==> src/rtl/tccw_pkg.sv <==
package tccw_pkg;

  // Operation codes of an input item
  localparam logic FUNC_PUT  = 1'b0;
  localparam logic FUNC_READ = 1'b1;

  // Character codes with special handling
  localparam logic [7:0] CHAR_BACKSPACE = 8'h08;
  localparam logic [7:0] CHAR_TAB       = 8'h09;
  localparam logic [7:0] CHAR_NEWLINE   = 8'h0a;
  localparam logic [7:0] CHAR_SPACE     = 8'h20;

  // Configuration register indexes and reset values
  localparam int CFG_IDX_W  = 1;
  localparam int CFG_DATA_W = 8;
  localparam logic [CFG_IDX_W-1:0] REG_TEXT_ATTR = 1'b0;
  localparam logic [CFG_IDX_W-1:0] REG_TAB_WIDTH = 1'b1;
  localparam logic [7:0] TEXT_ATTR_RESET = 8'd10;
  localparam logic [4:0] TAB_WIDTH_RESET = 5'd4;

  typedef enum logic [1:0] {
    CUR_HOLD,
    CUR_NEWLINE,
    CUR_BACK,
    CUR_ADVANCE
  } cur_op_e;

  typedef struct packed {
    logic    accept;
    logic    sweep_en;
    logic    sweep_zero_all;
    cur_op_e cur_op;
    logic    cell_we;
    logic    tab_init;
    logic    tab_step;
    logic    tab_load_gap;
    logic    tab_load_one;
    logic    tab_dec;
    logic    set_scrolled;
    logic    load_out;
  } cmd_t;

  typedef struct packed {
    logic func_read;
    logic ch_newline;
    logic ch_backspace;
    logic ch_tab;
    logic col_zero;
    logic last_row;
    logic last_cell;
    logic tab_mod_last;
    logic tab_zero;
    logic tab_one;
    logic sweep_last;
    logic out_free;
  } status_t;

endpackage

==> src/rtl/tccw_ctrl.sv <==
module tccw_ctrl (
  input  logic             clk_i,
  input  logic             rst_ni,
  input  logic             in_valid_i,
  output logic             in_stall_o,
  input  tccw_pkg::status_t status_i,
  output tccw_pkg::cmd_t    cmd_o
);

  import tccw_pkg::*;

  localparam logic [3:0] S_CLEAR     = 4'd0;
  localparam logic [3:0] S_CLR_DRAIN = 4'd1;
  localparam logic [3:0] S_IDLE      = 4'd2;
  localparam logic [3:0] S_DECODE    = 4'd3;
  localparam logic [3:0] S_BSW       = 4'd4;
  localparam logic [3:0] S_TABMOD    = 4'd5;
  localparam logic [3:0] S_TABSET    = 4'd6;
  localparam logic [3:0] S_PUT       = 4'd7;
  localparam logic [3:0] S_SCROLL    = 4'd8;
  localparam logic [3:0] S_DRAIN     = 4'd9;
  localparam logic [3:0] S_DONE      = 4'd10;

  logic [3:0] state_q, state_d;

  always_ff @(posedge clk_i or negedge rst_ni) begin
    if (!rst_ni) begin
      state_q <= S_CLEAR;
    end else begin
      state_q <= state_d;
    end
  end

  always_comb begin
    cmd_o   = '0;
    state_d = state_q;
    case (state_q)
      S_CLEAR: begin
        cmd_o.sweep_en       = 1'b1;
        cmd_o.sweep_zero_all = 1'b1;
        if (status_i.sweep_last) state_d = S_CLR_DRAIN;
      end
      S_CLR_DRAIN: begin
        state_d = S_IDLE;
      end
      S_IDLE: begin
        if (in_valid_i) begin
          cmd_o.accept = 1'b1;
          state_d      = S_DECODE;
        end
      end
      S_DECODE: begin
        if (status_i.func_read) begin
          state_d = S_DONE;
        end else if (status_i.ch_newline) begin
          cmd_o.cur_op = CUR_NEWLINE;
          if (status_i.last_row) begin
            cmd_o.set_scrolled = 1'b1;
            state_d            = S_SCROLL;
          end else begin
            state_d = S_DONE;
          end
        end else if (status_i.ch_backspace) begin
          if (!status_i.col_zero) begin
            cmd_o.cur_op = CUR_BACK;
            state_d      = S_BSW;
          end else begin
            state_d = S_DONE;
          end
        end else if (status_i.ch_tab) begin
          cmd_o.tab_init = 1'b1;
          state_d        = S_TABMOD;
        end else begin
          cmd_o.tab_load_one = 1'b1;
          state_d            = S_PUT;
        end
      end
      S_BSW: begin
        cmd_o.cell_we = 1'b1;
        state_d       = S_DONE;
      end
      S_TABMOD: begin
        cmd_o.tab_step = 1'b1;
        if (status_i.tab_mod_last) state_d = S_TABSET;
      end
      S_TABSET: begin
        cmd_o.tab_load_gap = 1'b1;
        state_d            = S_PUT;
      end
      S_PUT: begin
        cmd_o.cell_we = 1'b1;
        cmd_o.cur_op  = CUR_ADVANCE;
        cmd_o.tab_dec = 1'b1;
        if (status_i.last_cell) begin
          cmd_o.set_scrolled = 1'b1;
          state_d            = S_SCROLL;
        end else if (status_i.tab_one) begin
          state_d = S_DONE;
        end
      end
      S_SCROLL: begin
        cmd_o.sweep_en = 1'b1;
        if (status_i.sweep_last) state_d = S_DRAIN;
      end
      S_DRAIN: begin
        state_d = status_i.tab_zero ? S_DONE : S_PUT;
      end
      S_DONE: begin
        if (status_i.out_free) begin
          cmd_o.load_out = 1'b1;
          state_d        = S_IDLE;
        end
      end
      default: begin
        state_d = S_IDLE;
      end
    endcase
  end

  assign in_stall_o = (state_q != S_IDLE);

endmodule

==> config.mk <==
export PLATFORM = sky130hd
export DESIGN_NAME = tccw_ctrl
export DESIGN_NICKNAME = d
export VERILOG_FILES = /design/src/rtl/tccw_pkg.sv /design/src/rtl/tccw_ctrl.sv
export SDC_FILE = /design/constraint.sdc
export NUM_CORES = 1
export LEC_CHECK = 0
export BUFFER_PORTS_ARGS = -buffer_cell sky130_fd_sc_hd__clkbuf_2
export CORE_AREA = 2 2 39 41
export DETAILED_ROUTE_END_ITERATION = 10
export DIE_AREA = 0 0 41 43
export PLACE_DENSITY = 0.72
export SLEW_MARGIN = 40
export SYNTH_ARGS = -nofsm -noshare
export SYNTH_HDL_FRONTEND = slang
export SYNTH_SLANG_ARGS = --single-unit
==> constraint.sdc <==
create_clock -name clk_i -period 3.25 [get_ports clk_i]
set_input_delay 0.1625 -clock clk_i [delete_from_list [all_inputs] [get_ports clk_i]]
set_output_delay 0.1625 -clock clk_i [all_outputs]
set_load 0.005 [all_outputs]
==> results.sh <==
export IMPL_post_cts_setup_buffer_count=0
export IMPL_path_depth=4
export IMPL_skew_ps=2.77
export IMPL_die_w_um=41
export IMPL_antenna_left=0
export IMPL_drt_iter0_drc=11
export IMPL_netlist_area_leader_share_pct=19.2
export IMPL_first_global_vias=514
export IMPL_hold_viol=0
export IMPL_grt_pass1_wl_mm=2.29
export IMPL_grt_usage_pct=18.4
export IMPL_rr_worst_depth=4
export IMPL_rsz0062_at_grt="false"
export IMPL_port_buffers=28
export IMPL_drt_wl_total_mm=1.43
export IMPL_first_pass_iters=4
export IMPL_seq_area_frac_synth_pct=19.2
export IMPL_max_freq_mhz=529
export IMPL_tritoncts="done"
export IMPL_hpwlAfterDp_mm=1.14
export IMPL_die_h_um=43
export IMPL_cp_slowest_cell="or4b_1"
export IMPL_htreeDepth=1
export IMPL_die_area_um2=1760
export IMPL_slew_limit_headroom_pct=57.5
export IMPL_end_kind="register"
export IMPL_syn_inst=68
export IMPL_tightest_slew_ps=621
export IMPL_arrival_ps=2000
export IMPL_core_area_um2=1380
export IMPL_wl_per_cell_um=12.8
export IMPL_synth_edf_count=0
export IMPL_intPower_mw=0.307
export IMPL_cts_path_max_buffers=2
export IMPL_syn_cell_area_um2=522
export IMPL_switchingPower_mw=0.243
export IMPL_path_clk_slew_ps=40
export IMPL_crit_type="register to register"
export IMPL_synth_fp_nets=83
export IMPL_p_clk_share_pct=10.7
export IMPL_clk_latency_ps=230
export IMPL_reg2reg_to="state_q[1]"
export IMPL_gp_congestion=0.760
export IMPL_area_growth_pct=33.1
export IMPL_status="completed"
export IMPL_maxCapViolCount=0
export IMPL_synth_cell_types=34
export IMPL_setup_tns_ps=0
export IMPL_critPathCapture="state_q[1]"
export IMPL_largest_registers="state_q (4)"
export IMPL_crit_path_start_kind="register"
export IMPL_cp_startpoint="state_q[2]"
export IMPL_synth_flop_cell="dfrtp_1"
export IMPL_cp_max_fo=16
export IMPL_vias_per_cell=5.78
export IMPL_post_route_period_util_pct=58.2
export IMPL_fp_row_count=14
export IMPL_yosysTopAreaCell="dfrtp_1"
export IMPL_critical_path_required_ps=3360
export IMPL_num_antenna_cells=0
export IMPL_antenna_found_initial=0
export IMPL_cp_top_family="simple AND/OR/NAND/NOR gates"
export IMPL_root_buffer="clkbuf_4"
export IMPL_yosysWarningCount=0
export IMPL_vias=647
export IMPL_dp_slack_ps=1380
export IMPL_seq_power_share_pct=25.7
export IMPL_drive_gt1_share_pct=36.5
export IMPL_num_io_pins=29
export IMPL_reg2reg_slack_ps=1360
export IMPL_crit_chain="or4b_1 > a21oi_1 > a221o_2 > mux2_4"
export IMPL_path_buf_inv=0
export IMPL_setup_viol=0
export IMPL_initial_utilization_pct=37.7
export IMPL_route_detailed_drc=0
export IMPL_synth_seq_cells=4
export IMPL_fill_cells=134
export IMPL_leakage_nw=0.335
export IMPL_avgSynthCellArea_um2=7.67
export IMPL_hold_class="input pin to async pin"
export IMPL_swShare_pct=44.2
export IMPL_min_period_ps=1890
export IMPL_async_reset_ff_share_pct=100
export IMPL_synth_most_common_cell="nor2_1"
export IMPL_fin_ws_ps=1360
export IMPL_cts_buffers=3
export IMPL_overflow=0
export IMPL_synthTopCellsByArea="dfrtp_1 (19%), mux2_4 (8.6%), nor2_1 (5.0%)"
export IMPL_vdd_drop_max_mv=0.381
export IMPL_slew_viol_final=0
export IMPL_reg2reg_from="state_q[2]"
export IMPL_largest_register_ffs=4
export IMPL_top_register="state_q"
export IMPL_fin_nets=113
export IMPL_p_comb_share_pct=63.6
export IMPL_power_density_nw_per_um2=793
export IMPL_grt_max_degree=17
export IMPL_synthTopCellsByCount="nor2_1 (7), nand2_1 (5)"
export IMPL_slowest_delay_ps=570
export IMPL_numClockSinks=4
-- per-stage QoR --
step	util (%)	power [mW]	cell area, um^2	hold WS, ps	instances
2_1_floorplan	-	0.400	522	-133	68
4_1_cts	50.2	0.551	694	276	112
3_3_place_gp	47.8	0.480	662	-27.9	108
3_5_place_dp	47.8	0.491	662	-28.3	108
6_report	50.2	0.551	694	277	112
5_1_grt	50.2	0.602	694	319	112
-- cells in the final DEF (no fill, tap or decap), types with 2 or more instances in the layout --
| master | Yosys | layout |
|---|---|---|
| inv_1 | 3 | 3 |
| o22ai_1 | 2 | 2 |
| and3_1 | 2 | 2 |
| nor2_1 | 7 | 7 |
| nand2b_1 | 3 | 3 |
| nor2b_1 | 3 | 3 |
| clkbuf_4 | 0 | 3 |
| nor3_1 | 4 | 4 |
| mux2_4 | 3 | 3 |
| o21ai_0 | 4 | 4 |
| dfrtp_1 | 4 | 4 |
| clkbuf_2 | 0 | 28 |
| and2b_1 | 2 | 2 |
| a21oi_1 | 2 | 2 |
| nand2_1 | 5 | 5 |
-- power by group through the flow --
stage	sequential (mW)	clock [mW]	combinational (mW)
CTS	0.139	0.0598	0.352
global placement	0.137	0	0.344
global route	0.151	0.0606	0.390
finish	0.142	0.0588	0.350
detailed placement	0.141	0	0.350
floorplan	0.0890	0	0.311
-- area by class of cell --
cell class,count,area [um^2],share of cell area (%)
inverters,3,11.3,1.62
multi-input cells,57,390,56.2
flip-flops and latches,4,100,14.4
well taps,16,20.0,2.88
clock buffers,3,22.5,3.24
repair buffers,29,150,21.6
-- cell families after synthesis --
kind of cell	share of synthesized area, %
multiplexers	10.6
AND/OR/NAND/NOR	38.6
AO/OA/AOI/OAI	24.0
XOR/XNOR	1.68
buffers and inverters	6.00
flip-flops	19.2
-- worst min path at each step --
stage                      start          to  slack, ps
after floorplan           rst_ni  state_q[0]       -130
after global placement    rst_ni  state_q[0]        -30
after detailed placement  rst_ni  state_q[3]        -30
after CTS                 rst_ni  state_q[0]        280
after global routing      rst_ni  state_q[0]        320
final                     rst_ni  state_q[0]        280
-- per-layer routing --
metal  up-vias  global-route usage (%)  share of wire, %
li1        314                       -                 -
met1       305                    24.9                43
met2        26                    28.4                50
met3         2                    3.14               5.7
met4         0                    6.00              0.56
met5         -                       0                 0
-- repair_timing --
action                                 4_1_cts  5_1_grt
resized for setup                            0        0
hold buffers                                 1        0
endpoints found under the hold margin        4        0
(Power assumes the default switching activity.)
